`src/rtl/footprint_collision_cost_macros.svh`:
```
// ----------------------------------------------------------------------------
// Footprint collision cost assertion macros
// Shared concurrent assertion forms for the collision check block.
// ----------------------------------------------------------------------------
`ifndef FOOTPRINT_COLLISION_COST_MACROS_SVH
`define FOOTPRINT_COLLISION_COST_MACROS_SVH

// same-cycle implication
`define FCC_ASSERT_IMP(name, clk, rst, ante, cons) \
   name: assert property (@(posedge clk) disable iff (rst) (ante) |-> (cons)) \
      else $error("fcc assertion failed");

// next-cycle implication
`define FCC_ASSERT_NEXT(name, clk, rst, ante, cons) \
   name: assert property (@(posedge clk) disable iff (rst) (ante) |=> (cons)) \
      else $error("fcc assertion failed");

`endif

```
`src/rtl/fcc_pkg.sv`:
```
// ----------------------------------------------------------------------------
// Footprint collision cost package
// Types, constants and the cell cost function shared by the block.
// ----------------------------------------------------------------------------
package fcc_pkg;

   localparam int MAX_WIDTH_DEF  = 256;
   localparam int MAX_HEIGHT_DEF = 256;
   localparam int MAX_RADIUS_DEF = 8;
   localparam int QUEUE_DEPTH    = 2;

   // coordinate width covering the largest map dimension
   localparam int CRD_W = 13;

   localparam logic [7:0] LETHAL = 8'd254;
   // floor(v*254/100) == (v * 254 * ceil(2^20/100)) >> 20 for v in 0..127
   localparam logic [28:0] COST_RECIP = 29'd2663444;
   localparam int          COST_SHIFT = 20;

   typedef enum logic [2:0] {
      CSR_THRESHOLD, CSR_TRACK_UNKNOWN, CSR_ORIGIN_X, CSR_ORIGIN_Y,
      CSR_CELLS_PER_METER, CSR_RADIUS_SQ, CSR_MAP_WIDTH, CSR_MAP_HEIGHT
   } fcc_csr_type;

   typedef enum logic [1:0] {
      KIND_WRITE, KIND_NOMAP, KIND_OFFMAP, KIND_SCAN
   } fcc_kind_type;

   typedef struct packed {
      fcc_kind_type       kind;
      logic [CRD_W-1:0]   col;
      logic [CRD_W-1:0]   row;
      logic signed [7:0]  value;
   } fcc_entry_type;

   typedef struct packed {
      logic [6:0]         obstacle_level;
      logic               track_unknown;
      logic signed [23:0] origin_x;
      logic signed [23:0] origin_y;
      logic [15:0]        cells_per_meter;
      logic [10:0]        footprint_radius_sq;
      logic [8:0]         map_width;
      logic [8:0]         map_height;
   } fcc_cfg_type;

   function automatic logic [7:0] cell_cost(logic signed [7:0] v, logic trk);
      logic [28:0] q;
      logic [8:0]  c;
      q = 29'(v[6:0]) * COST_RECIP;
      c = 9'(q >> COST_SHIFT);
      if (v[7]) begin
         return trk ? 8'd0 : LETHAL;
      end
      return (c > 9'(LETHAL)) ? LETHAL : c[7:0];
   endfunction

endpackage

```
`src/rtl/fcc_front.sv`:
```
// ----------------------------------------------------------------------------
// Footprint collision cost front end
// Accepts beats, converts query poses to cells and classifies them.
// ----------------------------------------------------------------------------
module fcc_front import fcc_pkg::*; #(
   parameter int MAX_WIDTH  = MAX_WIDTH_DEF,
   parameter int MAX_HEIGHT = MAX_HEIGHT_DEF
) (
   input  logic               clock,
   input  logic               reset,
   input  fcc_cfg_type        cfg,
   input  logic               req_valid,
   output logic               req_ready,
   input  logic               req_mode,
   input  logic [7:0]         req_cell_col,
   input  logic [7:0]         req_cell_row,
   input  logic signed [7:0]  req_cell_value,
   input  logic signed [23:0] req_pos_x,
   input  logic signed [23:0] req_pos_y,
   output logic               push,
   output fcc_entry_type      push_data,
   input  logic               full
);
   typedef enum logic [1:0] {F_IDLE, F_SUB, F_MUL, F_CLS} fstate_type;

   fstate_type         state_ff;
   logic               mode_ff;
   logic [7:0]         col_ff, row_ff;
   logic signed [7:0]  val_ff;
   logic signed [23:0] posx_ff, posy_ff;
   logic [24:0]        magx_ff, magy_ff;
   logic               negx_ff, negy_ff;
   logic [40:0]        prodx_ff, prody_ff;

   logic [24:0]      diffx, diffy, cellx, celly, w_ext, h_ext;
   logic [CRD_W-1:0] w_c, h_c;
   logic             offx, offy;

   assign diffx = {posx_ff[23], posx_ff} - {cfg.origin_x[23], cfg.origin_x};
   assign diffy = {posy_ff[23], posy_ff} - {cfg.origin_y[23], cfg.origin_y};

   // map size clamped to the grid
   assign w_c = (32'(cfg.map_width) > MAX_WIDTH) ? CRD_W'(MAX_WIDTH)
                                                 : CRD_W'(cfg.map_width);
   assign h_c = (32'(cfg.map_height) > MAX_HEIGHT) ? CRD_W'(MAX_HEIGHT)
                                                   : CRD_W'(cfg.map_height);
   assign w_ext = 25'(w_c);
   assign h_ext = 25'(h_c);

   // truncation toward zero: magnitude shifted, sign kept aside
   assign cellx = prodx_ff[40:16];
   assign celly = prody_ff[40:16];
   assign offx  = (negx_ff && cellx != '0) || (cellx >= w_ext);
   assign offy  = (negy_ff && celly != '0) || (celly >= h_ext);

   assign req_ready = (state_ff == F_IDLE);
   assign push      = (state_ff == F_CLS) && !full;

   always_comb begin
      push_data.col   = CRD_W'(col_ff);
      push_data.row   = CRD_W'(row_ff);
      push_data.value = val_ff;
      push_data.kind  = KIND_WRITE;
      if (mode_ff) begin
         push_data.col   = CRD_W'(cellx);
         push_data.row   = CRD_W'(celly);
         if (cfg.map_width == '0) begin
            push_data.kind = KIND_NOMAP;
         end else if (offx || offy) begin
            push_data.kind = KIND_OFFMAP;
         end else begin
            push_data.kind = KIND_SCAN;
         end
      end
   end

   always_ff @(posedge clock) begin
      if (reset) begin
         state_ff <= F_IDLE;
      end else begin
         unique case (state_ff)
            F_IDLE: begin
               if (req_valid) begin
                  state_ff <= req_mode ? F_SUB : F_CLS;
               end
            end
            F_SUB: state_ff <= F_MUL;
            F_MUL: state_ff <= F_CLS;
            F_CLS: begin
               if (!full) begin
                  state_ff <= F_IDLE;
               end
            end
         endcase
      end
      if (state_ff == F_IDLE && req_valid) begin
         mode_ff <= req_mode;
         col_ff  <= req_cell_col;
         row_ff  <= req_cell_row;
         val_ff  <= req_cell_value;
         posx_ff <= req_pos_x;
         posy_ff <= req_pos_y;
      end
      if (state_ff == F_SUB) begin
         negx_ff <= diffx[24];
         negy_ff <= diffy[24];
         magx_ff <= diffx[24] ? -diffx : diffx;
         magy_ff <= diffy[24] ? -diffy : diffy;
      end
      if (state_ff == F_MUL) begin
         prodx_ff <= 41'(magx_ff) * 41'(cfg.cells_per_meter);
         prody_ff <= 41'(magy_ff) * 41'(cfg.cells_per_meter);
      end
   end
endmodule

```
`config.mk`:
```
export PLATFORM = sky130hd
export DESIGN_NAME = fcc_front
export DESIGN_NICKNAME = d
export VERILOG_FILES = /design/src/rtl/footprint_collision_cost_macros.svh /design/src/rtl/fcc_pkg.sv /design/src/rtl/fcc_front.sv
export SDC_FILE = /design/constraint.sdc
export NUM_CORES = 2
export LEC_CHECK = 0
export ABC_CLOCK_PERIOD_IN_PS = 6700
export BUFFER_PORTS_ARGS = -buffer_cell sky130_fd_sc_hd__clkbuf_2
export CAP_MARGIN = 20
export CORE_MARGIN = 3
export CORE_UTILIZATION = 50
export CTS_CLUSTER_SIZE = 24
export DETAILED_ROUTE_END_ITERATION = 12
export GPL_ROUTABILITY_DRIVEN = 1
export PLACE_DENSITY = 0.7
export SYNTH_ARGS = -nofsm -noshare
export SYNTH_HDL_FRONTEND = slang
export SYNTH_SLANG_ARGS = --single-unit
```
`constraint.sdc`:
```
create_clock -name clock -period 6.7 [get_ports clock]
set_input_delay 0.67 -clock clock [delete_from_list [all_inputs] [get_ports clock]]
set_output_delay 0.67 -clock clock [all_outputs]
set_load 0.02 [all_outputs]
```
==> Flow_metrics.wiki <==
{| class="wikitable"
! Metric !! Value
|-
| Clk sinks || 177
|-
| Detailed Place HPWL || 69.7 mm
|-
| Worst path cell trace || buf_6 -> and2_1 -> fa_1 -> inv_1 -> fa_2 -> fa_1 -> inv_1 -> fa_1 -> fa_1 -> inv_1 -> fa_1 -> inv_1 -> ha_1 -> nand4_1 -> nor3_2 -> o211ai_1 -> a2111oi_2 -> buf_4 -> o311ai_4 -> buf_6 -> a21boi_4 -> and3_4 -> or4b_2 -> o311ai_1
|-
| Post-Syn Nets || 4782
|-
| Min Clock Period, post-route || 6.60 ns
|-
| Initial antenna violation count || 2
|-
| Number of iterations in the first detailed-routing pass || 7
|-
| Sequential-to-total area share from yosys stat || 0.154
|-
| Dominant combinational cell family by area after synthesis || adder cells
|-
| Clock insertion delay at the later pin of the skew report || 0.47 ns
|-
| Final Max Slew Viols || 0
|-
| Vias after detailed routing || 26100
|-
| Setup Skew || 0.0118 ns
|-
| Wire length of the first global-routing pass || 140 mm
|-
| DIE WIDTH || 268 um
|-
| FF+latch count, synth || 177
|-
| Die height || 268 um
|-
| Adder-cell share of the synthesized area || 0.478
|-
| Status || completed
|-
| Effective utilization at floorplan || 0.508
|-
| Multiplexer share of the synthesized area || 0.00647
|-
| Post-Layout Inst Area || 0.0395 sq mm
|-
| DRT met1 WL || 35.6 mm
|-
| Pin count of the biggest net entering global routing || 74
|-
| Synth cell types || 74
|-
| Amount of wire on met3 after detailed routing || 4.61 mm
|-
| Net count, final || 5151
|-
| FF-to-FF path depth || 24
|-
| Required time at the worst-slack endpoint || 6.98 ns
|-
| Synthesis-to-layout area growth || 14.7%
|-
| Kind of capture point of the worst setup path || register
|-
| DP Area || 0.0385 sq mm
|-
| Multi-input combinational cell area || 0.0259 sq mm
|-
| TritonCTS clock tree || built
|-
| Slew headroom || 0.252
|-
| Crit-path slowest cell || sky130_fd_sc_hd__or4b_2
|-
| Count of flip-flops with a built-in enable after synthesis || 175
|-
| Final setup slack of the worst path || 0.100 ns
|-
| Most frequent CP cell || sky130_fd_sc_hd__fa_1
|-
| Top-count cell post-synth || sky130_fd_sc_hd__inv_1
|-
| Highest metal layer with signal wires || met4
|-
| Slowest Stage Delay on Critical Path || 0.64 ns
|-
| Worst hold path depth || 1
|-
| Most numerous cell types in the synthesized netlist || 781 x sky130_fd_sc_hd__inv_1, 640 x sky130_fd_sc_hd__fa_1, 542 x sky130_fd_sc_hd__nand2_1, 352 x sky130_fd_sc_hd__and2_1, 292 x sky130_fd_sc_hd__ha_1
|-
| Synth async-reset ratio || 0
|-
| Nature of the critical path startpoint || register
|-
| Number of global-route vias before repair || 27600
|-
| # rows || 95
|-
| Transition time at the pin with the least slew margin || 1.11 ns
|-
| Total number of H-tree levels || 4
|-
| Area enclosed by the die boundary || 0.0721 sq mm
|-
| Antenna violation net count after detailed routing || 0
|-
| Root Driver || sky130_fd_sc_hd__clkbuf_16
|-
| Start point of the worst min-delay path || req_pos_y[2]
|-
| Final worst path period share || 0.985
|-
| Avg Vias per Cell || 5.29
|-
| Core Box Area || 0.0678 sq mm
|-
| Detailed Route WL || 83.8 mm
|-
| Type of the setup path with the least slack || reg -> reg
|-
| Kind of cell with the highest combined delay on the critical path || adder cells
|-
| Clock-pin slew of the registers on the worst-case setup and hold paths || 0.08 ns
|-
| Area share of xor/xnor cells in the synthesized design || 0.0308
|-
| Length of routed met2 wiring || 41.1 mm
|-
| I/O pin cnt || 216
|-
| Synth top area cells || sky130_fd_sc_hd__fa_1 37%, sky130_fd_sc_hd__edfxtp_1 15%, sky130_fd_sc_hd__ha_1 11%
|-
| Leading register cell type out of synthesis || sky130_fd_sc_hd__edfxtp_1
|-
| Fraction of layout instances using a drive strength above 1 || 0.150
|-
| Endpoint of the most critical register-to-register path || prody_ff[38]
|-
| Mapped Area || 0.0344 sq mm
|-
| Synthesized-area fraction occupied by ao, oa, aoi and oai cells || 0.0651
|-
| Cells after synthesis || 3672
|-
| Arrival time worst endpoint || 6.88 ns
|-
| Endpoint of the worst hold-timing path || posy_ff[2]
|-
| Hold Path Class || in -> reg
|-
| Max frequency || 152 MHz
|-
| Combined buffer and inverter count along the critical path || 7
|-
| R2r setup slk || 0.10 ns
|-
| Yosys top cell area share || 0.372
|-
| Register area || 0.00530 sq mm
|-
| DP Worst Slack || -0.417 ns
|-
| Filler cell count in the final layout || 5874
|-
| Wire length per cell after detailed routing || 17.0 um
|-
| Count of maximum capacitance violations || 0
|-
| Worst R2R Start || magy_ff[7]
|-
| Placer's final routability congestion estimate || 0.903
|-
| Max Fanout on Critical Path || 6
|-
| Synth warn || 0
|-
| Grt total ovfl || 0
|-
| Port buffer count || 196
|-
| Post-route DRC violation count || 0
|-
| Iteration-0 DRC count of the detailed router || 1393
|-
| Final setup violation count || 0
|-
| Post-synthesis simple-gate area fraction || 0.164
|-
| Count of endpoints failing hold in the final timing report || 0
|-
| Cell taking the most area after synthesis || sky130_fd_sc_hd__fa_1
|-
| Buffer levels on the longest clock path || 2
|-
| Global-route total usage across every layer || 0.245
|-
| TritonCTS buffer count || 17
|-
| Mean instance size in the synthesized netlist || 9.38 sq um
|}
logic make-up after synthesis:
| group | after synthesis |
|---|---|
| flops | 177 |
| xor+xnor | 121 |
| simple gates | 1148 |
| mux | 20 |
| compound gates | 339 |
| buf+inv | 935 |
| fa+ha+maj | 932 |
sequential cells by signal, summed over array words and instances (netlist names):
name      count
negx_ff       1
val_ff        8
row_ff        8
magy_ff      25
col_ff        8
posy_ff      24
prodx_ff     25
negy_ff       1
magx_ff      25
prody_ff     25
posx_ff      24
state_ff      2
mode_ff       1
per-layer routing:
layer	vias to the layer above	GRT usage
met5	-	0
met3	117	0.0270
met1	13100	0.333
li1	12100	-
met2	753	0.417
met4	0	0.0756
worst max-delay path by stage:
stage	from	end	slack [ns]	cells past startpoint
final	magy_ff[7]	prody_ff[38]	0.10	24
after floorplan	cfg[30]	prody_ff[38]	0.03	20
after global placement	cfg[35]	prodx_ff[40]	-0.41	25
after global routing	magy_ff[7]	prody_ff[35]	-0.05	24
after CTS	magy_ff[10]	prody_ff[39]	0.002	24
after detailed placement	cfg[35]	prodx_ff[39]	-0.42	25
stage by stage:
step                      TNS [ns]  hold WS (ns)  instances  utilization
after floorplan                  0         0.504       3672            -
after global placement       -5.69         0.528       4875        0.568
after detailed placement     -6.88         0.540       4875        0.568
after CTS                        0         0.350       4908        0.577
after global routing        -0.177         0.357       4927        0.583
final                            0         0.370       4928        0.583
final cells by class:
cell class              count  area share
diodes                      1   0.0000633
clock buffers              17      0.0108
clock inverters            15     0.00475
inverters                 783      0.0744
multi-input cells        2560       0.655
flip-flops and latches    177       0.134
well taps                 873      0.0276
repair buffers            502      0.0936
placed cells by master, fill, tap and decap left out, types with 18 or more instances in the layout:
master / n
sky130_fd_sc_hd__inv_1: 781
sky130_fd_sc_hd__fa_1: 635
sky130_fd_sc_hd__nand2_1: 539
sky130_fd_sc_hd__and2_1: 351
sky130_fd_sc_hd__ha_1: 286
sky130_fd_sc_hd__buf_4: 268
sky130_fd_sc_hd__clkbuf_2: 193
sky130_fd_sc_hd__edfxtp_1: 175
sky130_fd_sc_hd__xnor2_1: 82
sky130_fd_sc_hd__a21oi_1: 80
sky130_fd_sc_hd__nor2_1: 66
sky130_fd_sc_hd__o21ai_0: 62
sky130_fd_sc_hd__a21o_1: 52
sky130_fd_sc_hd__xor2_1: 39
sky130_fd_sc_hd__nand3_1: 33
sky130_fd_sc_hd__buf_12: 31
sky130_fd_sc_hd__nor3_1: 28
sky130_fd_sc_hd__nand4_1: 20
sky130_fd_sc_hd__nor2b_1: 19
sky130_fd_sc_hd__mux2_2: 18
what timing repair did:
action | CTS | global route
hold buffers | 0 | 0
resized for setup | 5 | 56
hold endpoints to repair | 0 | 0
pin swaps | 1 | 25
cloned | 0 | 0
endpoints found under the setup margin | 4 | 22
buffers inserted | 1 | 18
Power is not shown: default switching activity piles up to over one toggle a cycle in this logic, so the estimate is an artifact.
