`config.mk`:
```
export PLATFORM = sky130hd
export DESIGN_NAME = fcc_queue
export DESIGN_NICKNAME = d
export VERILOG_FILES = /design/src/rtl/footprint_collision_cost_macros.svh /design/src/rtl/fcc_pkg.sv /design/src/rtl/fcc_queue.sv
export SDC_FILE = /design/constraint.sdc
export NUM_CORES = 1
export LEC_CHECK = 0
export BUFFER_PORTS_ARGS = -buffer_cell sky130_fd_sc_hd__buf_2
export CAP_MARGIN = 20
export CELL_PAD_IN_SITES_DETAIL_PLACEMENT = 1
export CELL_PAD_IN_SITES_GLOBAL_PLACEMENT = 1
export CORE_UTILIZATION = 43
export CTS_BUF_LIST = sky130_fd_sc_hd__clkbuf_16
export DETAILED_ROUTE_END_ITERATION = 10
export PLACE_DENSITY = 0.86
export RECOVER_POWER = 100
export SYNTH_ARGS = -nofsm -noshare
export SYNTH_HDL_FRONTEND = slang
export SYNTH_SLANG_ARGS = --single-unit
```
`constraint.sdc`:
```
create_clock -name clock -period 3.1 [get_ports clock]
set_input_delay 0.31 -clock clock [delete_from_list [all_inputs] [get_ports clock]]
set_output_delay 0.31 -clock clock [all_outputs]
set_load 0.005 [all_outputs]
```
`src/rtl/footprint_collision_cost_macros.svh`:
```
// ----------------------------------------------------------------------------
// Footprint collision cost assertion macros
// Shared concurrent assertion forms for the collision check block.
// ----------------------------------------------------------------------------
`ifndef FOOTPRINT_COLLISION_COST_MACROS_SVH
`define FOOTPRINT_COLLISION_COST_MACROS_SVH

// same-cycle implication
`define FCC_ASSERT_IMP(name, clk, rst, ante, cons) \
   name: assert property (@(posedge clk) disable iff (rst) (ante) |-> (cons)) \
      else $error("fcc assertion failed");

// next-cycle implication
`define FCC_ASSERT_NEXT(name, clk, rst, ante, cons) \
   name: assert property (@(posedge clk) disable iff (rst) (ante) |=> (cons)) \
      else $error("fcc assertion failed");

`endif

```
`src/rtl/fcc_pkg.sv`:
```
// ----------------------------------------------------------------------------
// Footprint collision cost package
// Types, constants and the cell cost function shared by the block.
// ----------------------------------------------------------------------------
package fcc_pkg;

   localparam int MAX_WIDTH_DEF  = 256;
   localparam int MAX_HEIGHT_DEF = 256;
   localparam int MAX_RADIUS_DEF = 8;
   localparam int QUEUE_DEPTH    = 2;

   // coordinate width covering the largest map dimension
   localparam int CRD_W = 13;

   localparam logic [7:0] LETHAL = 8'd254;
   // floor(v*254/100) == (v * 254 * ceil(2^20/100)) >> 20 for v in 0..127
   localparam logic [28:0] COST_RECIP = 29'd2663444;
   localparam int          COST_SHIFT = 20;

   typedef enum logic [2:0] {
      CSR_THRESHOLD, CSR_TRACK_UNKNOWN, CSR_ORIGIN_X, CSR_ORIGIN_Y,
      CSR_CELLS_PER_METER, CSR_RADIUS_SQ, CSR_MAP_WIDTH, CSR_MAP_HEIGHT
   } fcc_csr_type;

   typedef enum logic [1:0] {
      KIND_WRITE, KIND_NOMAP, KIND_OFFMAP, KIND_SCAN
   } fcc_kind_type;

   typedef struct packed {
      fcc_kind_type       kind;
      logic [CRD_W-1:0]   col;
      logic [CRD_W-1:0]   row;
      logic signed [7:0]  value;
   } fcc_entry_type;

   typedef struct packed {
      logic [6:0]         obstacle_level;
      logic               track_unknown;
      logic signed [23:0] origin_x;
      logic signed [23:0] origin_y;
      logic [15:0]        cells_per_meter;
      logic [10:0]        footprint_radius_sq;
      logic [8:0]         map_width;
      logic [8:0]         map_height;
   } fcc_cfg_type;

   function automatic logic [7:0] cell_cost(logic signed [7:0] v, logic trk);
      logic [28:0] q;
      logic [8:0]  c;
      q = 29'(v[6:0]) * COST_RECIP;
      c = 9'(q >> COST_SHIFT);
      if (v[7]) begin
         return trk ? 8'd0 : LETHAL;
      end
      return (c > 9'(LETHAL)) ? LETHAL : c[7:0];
   endfunction

endpackage

```
`src/rtl/fcc_queue.sv`:
```
// ----------------------------------------------------------------------------
// Footprint collision cost queue
// Small FIFO between the front classifier and the scan engine.
// ----------------------------------------------------------------------------
module fcc_queue import fcc_pkg::*; #(
   parameter int WIDTH = $bits(fcc_entry_type),
   parameter int DEPTH = QUEUE_DEPTH
) (
   input  logic             clock,
   input  logic             reset,
   input  logic             push,
   input  logic [WIDTH-1:0] push_data,
   output logic             full,
   input  logic             pop,
   output logic [WIDTH-1:0] pop_data,
   output logic             empty
);
   localparam int PW = (DEPTH > 1) ? $clog2(DEPTH) : 1;
   localparam int CW = $clog2(DEPTH + 1);

   logic [WIDTH-1:0] slot_ff [DEPTH];
   logic [PW-1:0]    wr_ptr_ff, wr_ptr_in, rd_ptr_ff, rd_ptr_in;
   logic [CW-1:0]    count_ff, count_in;

   assign full     = (count_ff == CW'(DEPTH));
   assign empty    = (count_ff == '0);
   assign pop_data = slot_ff[rd_ptr_ff];

   always_comb begin
      wr_ptr_in = wr_ptr_ff;
      rd_ptr_in = rd_ptr_ff;
      count_in  = count_ff;
      if (push) begin
         wr_ptr_in = (wr_ptr_ff == PW'(DEPTH - 1)) ? '0 : wr_ptr_ff + 1'b1;
      end
      if (pop) begin
         rd_ptr_in = (rd_ptr_ff == PW'(DEPTH - 1)) ? '0 : rd_ptr_ff + 1'b1;
      end
      if (push && !pop) begin
         count_in = count_ff + 1'b1;
      end else if (pop && !push) begin
         count_in = count_ff - 1'b1;
      end
   end

   always_ff @(posedge clock) begin
      if (reset) begin
         wr_ptr_ff <= '0;
         rd_ptr_ff <= '0;
         count_ff  <= '0;
      end else begin
         wr_ptr_ff <= wr_ptr_in;
         rd_ptr_ff <= rd_ptr_in;
         count_ff  <= count_in;
      end
      if (push) begin
         slot_ff[wr_ptr_ff] <= push_data;
      end
   end
endmodule

```
==> flow_metrics.env, run 1 <==
export IMPL_die_w_um=82.9
export IMPL_rsz0062_at_grt="false"
export IMPL_final_hold_violation_count=0
export IMPL_drv_slew=56
export IMPL_violations="max-capacitance violations, max-slew violations"
export IMPL_antenna_cells=0
export IMPL_fin_cells=301
export IMPL_comb_power_share=0.080
export IMPL_die_area_um2=6870
export IMPL_relSlewSlack=-0.176
export IMPL_synth_edf_count=72
export IMPL_status="complete, but fails checks"
export IMPL_crit_fanout=19
export IMPL_areaGrowthSynthToFinish_pct=25.1
export IMPL_skew_ns=0.00708
export IMPL_ys_ff_latch=77
export IMPL_grt_ovfl_total=0
export IMPL_vias=1473
export IMPL_nets=260
export IMPL_worst_setup_hold_path_clk_slew_ns=0.06
export IMPL_yosysTopAreaCell="edfxtp_1"
export IMPL_clkLatencyLatePin_ns=0.33
export IMPL_r2r_end="slot_ff[0][21]"
export IMPL_cts_setup_buffers=0
export IMPL_holdPathEnd="slot_ff[0][26]"
export IMPL_htreeDepth=3
export IMPL_cts_root_buf="clkbuf_16"
export IMPL_die_h_um=82.9
export IMPL_ys_warn_count=0
export IMPL_synthDistinctLibCells=16
export IMPL_leakage_uw=0.00125
export IMPL_ir_drop_mv=0.388
export IMPL_r2r_start="wr_ptr_ff"
export IMPL_power_uw=2520
export IMPL_r2r_worst_path_cells=2
export IMPL_multi_input_area_um2=509
export IMPL_dpl_hpwl_um=3550
export IMPL_syn_area_per_cell_um2=21.0
export IMPL_clockPowerShare=0.424
export IMPL_cp_slowest_stage_delay_ns=1.22
export IMPL_ios=78
export IMPL_fmax_mhz=425
export IMPL_ant_nets=0
export IMPL_swShare=0.202
export IMPL_yosysMostFrequentCell="edfxtp_1"
export IMPL_hold_depth=1
export IMPL_cts_tree="done"
export IMPL_syn_area_um2=2810
export IMPL_ys_async_sr_fraction=0
export IMPL_worstSetupPathType="register to register"
export IMPL_synth_top_cells_by_count="edfxtp_1 (72), mux2_2 (36), dfxtp_1 (5), nor2_1 (5), buf_6 (3)"
export IMPL_startpoint_type="register"
export IMPL_worstMarginPinSlew_ns=1.76
export IMPL_hp_start="push_data[26]"
export IMPL_cts_sinks=77
export IMPL_p_sw_uw=510
export IMPL_first_pass_iters=4
export IMPL_totalWireLength_um=5360
export IMPL_synth_top_area_frac=0.768
export IMPL_synth_fp_nets=175
export IMPL_seq_area_um2=2260
export IMPL_synth_top_flop_cell="edfxtp_1"
export IMPL_path_cells="nor2b_1, buf_4"
export IMPL_ctsResizeCount=0
export IMPL_routabilityCongestion=0.715
export IMPL_fillers=611
export IMPL_reg2reg_slack_ns=0.75
export IMPL_antenna_found_initial=0
export IMPL_numCtsBuffers=9
export IMPL_crit_required_ns=3.10
export IMPL_drv_cap=2
export IMPL_vias_per_cell=4.89
export IMPL_p_seq_frac=0.496
export IMPL_min_period_ns=2.35
export IMPL_crit_slowest_cell="nor2b_1"
export IMPL_track_usage=0.168
export IMPL_start_util=0.443
export IMPL_synth_top_cells_by_area="edfxtp_1 (77%), mux2_2 (14%), dfxtp_1 (3.6%)"
export IMPL_clockBufferDepth=2
export IMPL_grt_pass1_vias=1708
export IMPL_period_share=0.759
export IMPL_routedWlPerCell_um=17.8
export IMPL_grt_max_degree=37
export IMPL_setup_viol=0
export IMPL_yosysSeqAreaShare=0.804
export IMPL_drive_gt1_frac=0.384
export IMPL_cp_data_arrival_time_ns=2.36
export IMPL_drc=0
export IMPL_place_inst=285
export IMPL_cts_hold_buf=0
export IMPL_num_rows=29
export IMPL_p_per_area_nw_per_um2=716
export IMPL_tns_ns=0
export IMPL_drt_iter0_drc=58
export IMPL_synth_cells=134
export IMPL_worstHoldPathType="input port to register"
export IMPL_grt_pass1_wl_um=8620
export IMPL_cp_end_kind="register"
export IMPL_numPortBuffers=77
export IMPL_power_internal_uw=2010
export IMPL_core_area_um2=6350
[critical path, delay by kind of cell, from the launching register on]
kind | cells | cell delay (ns)
buf+inv | 1 | 0.48
flops | 1 | 0.33
simple gates | 1 | 1.22
[area by class of cell]
class / instances / area share
Sequential cell: 77 / 0.643
Multi-Input combinational cell: 52 / 0.145
Timing Repair Buffer: 78 / 0.0967
Clock buffer: 9 / 0.0640
Tap cell: 77 / 0.0274
Clock inverter: 7 / 0.0231
Inverter: 1 / 0.00107
[placed cells by master (no fill, tap or decap), drive strengths merged]
cell    instances
nor2            5
inv             2
ha              1
or3             1
dfxtp           5
xor2            2
nor2b           1
a21oi           1
and2            1
xnor2           2
clkinv          4
and2b           1
clkbuf         51
o21ai           1
buf            36
edfxtp         72
bufinv          2
mux2           36
[state kept, by name, indices dropped and copies added (netlist names), named ones only]
name / count
wr_ptr_ff: 1
rd_ptr_ff: 1
slot_ff: 72
count_ff: 2
[worst max-delay path by stage]
stage               startpoint  depth (start not counted)             end
floorplan            wr_ptr_ff                          1   slot_ff[0][0]
global placement      register                          2     pop_data[0]
detailed placement    register                          2    pop_data[16]
CTS                   register                          2    pop_data[16]
global route         wr_ptr_ff                          2  slot_ff[0][21]
finish               wr_ptr_ff                          2  slot_ff[0][21]
[power by group through the flow]
stage               Sequential (uW)  Clock (uW)  Combinational (uW)
global route                   1260        1130                 223
detailed placement             1270           0                 217
floorplan                      1250           0                 131
global placement               1270           0                 209
CTS                            1250        1090                 219
finish                         1250        1070                 202
[cells by family (layout without fill, tap and decap cells)]
group,after synthesis,after routing,share of synthesized area
adder cells (fa/ha/maj),1,1,0.00445
XOR/XNOR,4,4,0.0125
AO/OA/AOI/OAI,2,2,0.00355
AND/OR/NAND/NOR,9,9,0.0165
buffers and inverters,5,95,0.0151
multiplexers,36,36,0.144
flip-flops,77,77,0.804
[routing by layer]
layer | part of all wire | global-route usage | up-vias | routed length [um]
met5 | 0 | 0 | - | 0
met4 | 0.020 | 0.0862 | 0 | 109
met3 | 0.057 | 0.0457 | 13 | 303
met2 | 0.52 | 0.289 | 59 | 2810
met1 | 0.40 | 0.193 | 712 | 2140
li1 | - | - | 689 | -
[stage by stage]
stage               hold slack (ns)  setup slack (ns)  utilization  area (um2)
finish                        0.167             0.747        0.554        3520
detailed placement            0.502              1.31        0.516        3270
CTS                           0.157             0.941        0.564        3580
floorplan                     0.379             0.723            -        2810
global placement              0.490              1.30        0.516        3270
global route                  0.157             0.501        0.554        3520
Power figures use the tool's default switching activity.
==> run 2, diff against run 1 <==
==> constraint.sdc (replaced) <==
create_clock -name clock -period 2.3 [get_ports clock]
set_input_delay 0.23 -clock clock [delete_from_list [all_inputs] [get_ports clock]]
set_output_delay 0.23 -clock clock [all_outputs]
set_load 0.005 [all_outputs]
==> flow_metrics.env, run 2 (synthesized netlist as in run 1, its figures left out) <==
export IMPL_grt_ovfl_total=0
export IMPL_period_share=0.886
export IMPL_largest_reg_flops=72
export IMPL_final_hold_violation_count=0
export IMPL_use_met3=0.0547
export IMPL_regMostFlops="slot_ff"
export IMPL_totalWireLength_um=5070
export IMPL_crit_buf_inv=1
export IMPL_numPortBuffers=77
export IMPL_grt_max_degree=23
export IMPL_crit_slowest_cell="nor2b_2"
export IMPL_p_sw_uw=676
export IMPL_routedWlPerCell_um=16.7
export IMPL_cts_tree="done"
export IMPL_crit_required_ns=2.26
export IMPL_grt_pass1_wl_um=8340
export IMPL_vias_per_cell=4.86
export IMPL_cts_hold_buf=0
export IMPL_mostFrequentLayoutCell="edfxtp_1"
export IMPL_numCtsBuffers=9
export IMPL_path_cells="nor2b_2, clkbuf_1"
export IMPL_p_seq_frac=0.463
export IMPL_grt_busiest_layer="met2"
export IMPL_ir_drop_mv=0.539
export IMPL_dpl_hpwl_um=3510
export IMPL_cp_data_arrival_time_ns=2.00
export IMPL_worstHoldPathType="input port to register"
export IMPL_power_internal_uw=2940
export IMPL_status="finished, final reports clean"
export IMPL_final_cell_mix="edfxtp_1 (72), buf_2 (43), mux2_2 (36)"
export IMPL_fin_util=0.568
export IMPL_vias=1476
export IMPL_antenna_found_initial=0
export IMPL_use_met2=0.258
export IMPL_startpoint_type="register"
export IMPL_rsz0062_at_grt="false"
export IMPL_worstSetupPathType="register to register"
export IMPL_cp_end_kind="register"
export IMPL_crit_fanout=22
export IMPL_comb_power_share=0.080
export IMPL_cp_slowest_stage_delay_ns=0.88
export IMPL_num_rows=29
export IMPL_setup_viol=0
export IMPL_track_usage=0.162
export IMPL_cts_sinks=77
export IMPL_fillers=610
export IMPL_cts_setup_buffers=0
export IMPL_drive_gt1_frac=0.445
export IMPL_skew_ns=0.00849
export IMPL_die_h_um=82.9
export IMPL_ant_nets=0
export IMPL_grt_pass1_vias=1618
export IMPL_holdWs_ns=0.0925
export IMPL_clkLatencyLatePin_ns=0.32
export IMPL_worst_setup_hold_path_clk_slew_ns=0.06
export IMPL_areaGrowthSynthToFinish_pct=28.1
export IMPL_setup_slack_ns=0.262
export IMPL_grt_use_met1=0.213
export IMPL_routabilityCongestion=0.676
export IMPL_nets=265
export IMPL_antenna_cells=0
export IMPL_drv_slew=0
export IMPL_die_w_um=82.9
export IMPL_drc=0
export IMPL_pre_cts_slack_ns=0.631
export IMPL_worstMarginPinSlew_ns=1.21
export IMPL_tns_ns=0
export IMPL_swShare=0.187
export IMPL_die_area_um2=6870
export IMPL_htreeDepth=3
export IMPL_fmax_mhz=491
export IMPL_p_per_area_nw_per_um2=1000
export IMPL_ios=78
export IMPL_core_area_um2=6350
export IMPL_cp_top_family="simple AND/OR/NAND/NOR gates"
export IMPL_first_pass_iters=4
export IMPL_drv_cap=0
export IMPL_cts_root_buf="clkbuf_16"
export IMPL_min_period_ns=2.04
export IMPL_clockPowerShare=0.457
export IMPL_drt_iter0_drc=55
export IMPL_ctsResizeCount=0
export IMPL_start_util=0.443
export IMPL_clockBufferDepth=2
export IMPL_relSlewSlack=0.196
export IMPL_reg_largest_list="slot_ff: 72 flops, count_ff: 2 flops"
export IMPL_leakage_uw=0.00131
run 2: cell types whose count changed in the layout (fill, tap and decap cells not counted), moves of 2 or more:
cell       before  now
clkinv_1        2    0
buf_2          35   43
buf_4           1    3
clkbuf_1       42   35
clkbuf_2        0    2
bufinv_16       2    4
run 2: final cells by class:
type	instances	area, um2	share of cell area
timing repair buffer	83	379	0.105
multi-input combinational	52	512	0.142
sequential	77	2260	0.628
inverter	1	3.75	0.00104
clock buffer	9	225	0.0625
tap	77	96.3	0.0267
clock inverter	5	125	0.0347
run 2: path summary, 6_finish.rpt:
path           startpoint  cells past startpoint  slack, ns        endpoint
max             wr_ptr_ff                      2       0.26  slot_ff[0][14]
min          push_data[0]                      1       0.09   slot_ff[0][0]
max reg2reg     wr_ptr_ff                      2       0.26  slot_ff[0][14]
min reg2reg   count_ff[1]                      2       0.52     count_ff[1]
run 2: metrics by stage:
stage               cell area (um2)  total power [uW]  cells
floorplan                      2820              1860    134
global placement               3310              2000    290
detailed placement             3310              2010    290
CTS                            3660              3680    304
global route                   3600              3750    304
finish                         3600              3620    304
run 2: power by group through the flow:
stage / Clock [uW] / Sequential, uW / Combinational, uW
after global placement: 0 / 1700 / 299
final: 1650 / 1670 / 290
after floorplan: 0 / 1680 / 177
after CTS: 1690 / 1670 / 314
after detailed placement: 0 / 1700 / 310
after global routing: 1750 / 1680 / 320
run 2: layer usage:
layer  share of wire  wire, um  vias to the layer above
li1                -         -                      697
met1            0.45      2260                      722
met2            0.50      2520                       54
met3           0.050       251                        3
met4          0.0067        34                        0
met5               0         0                        -
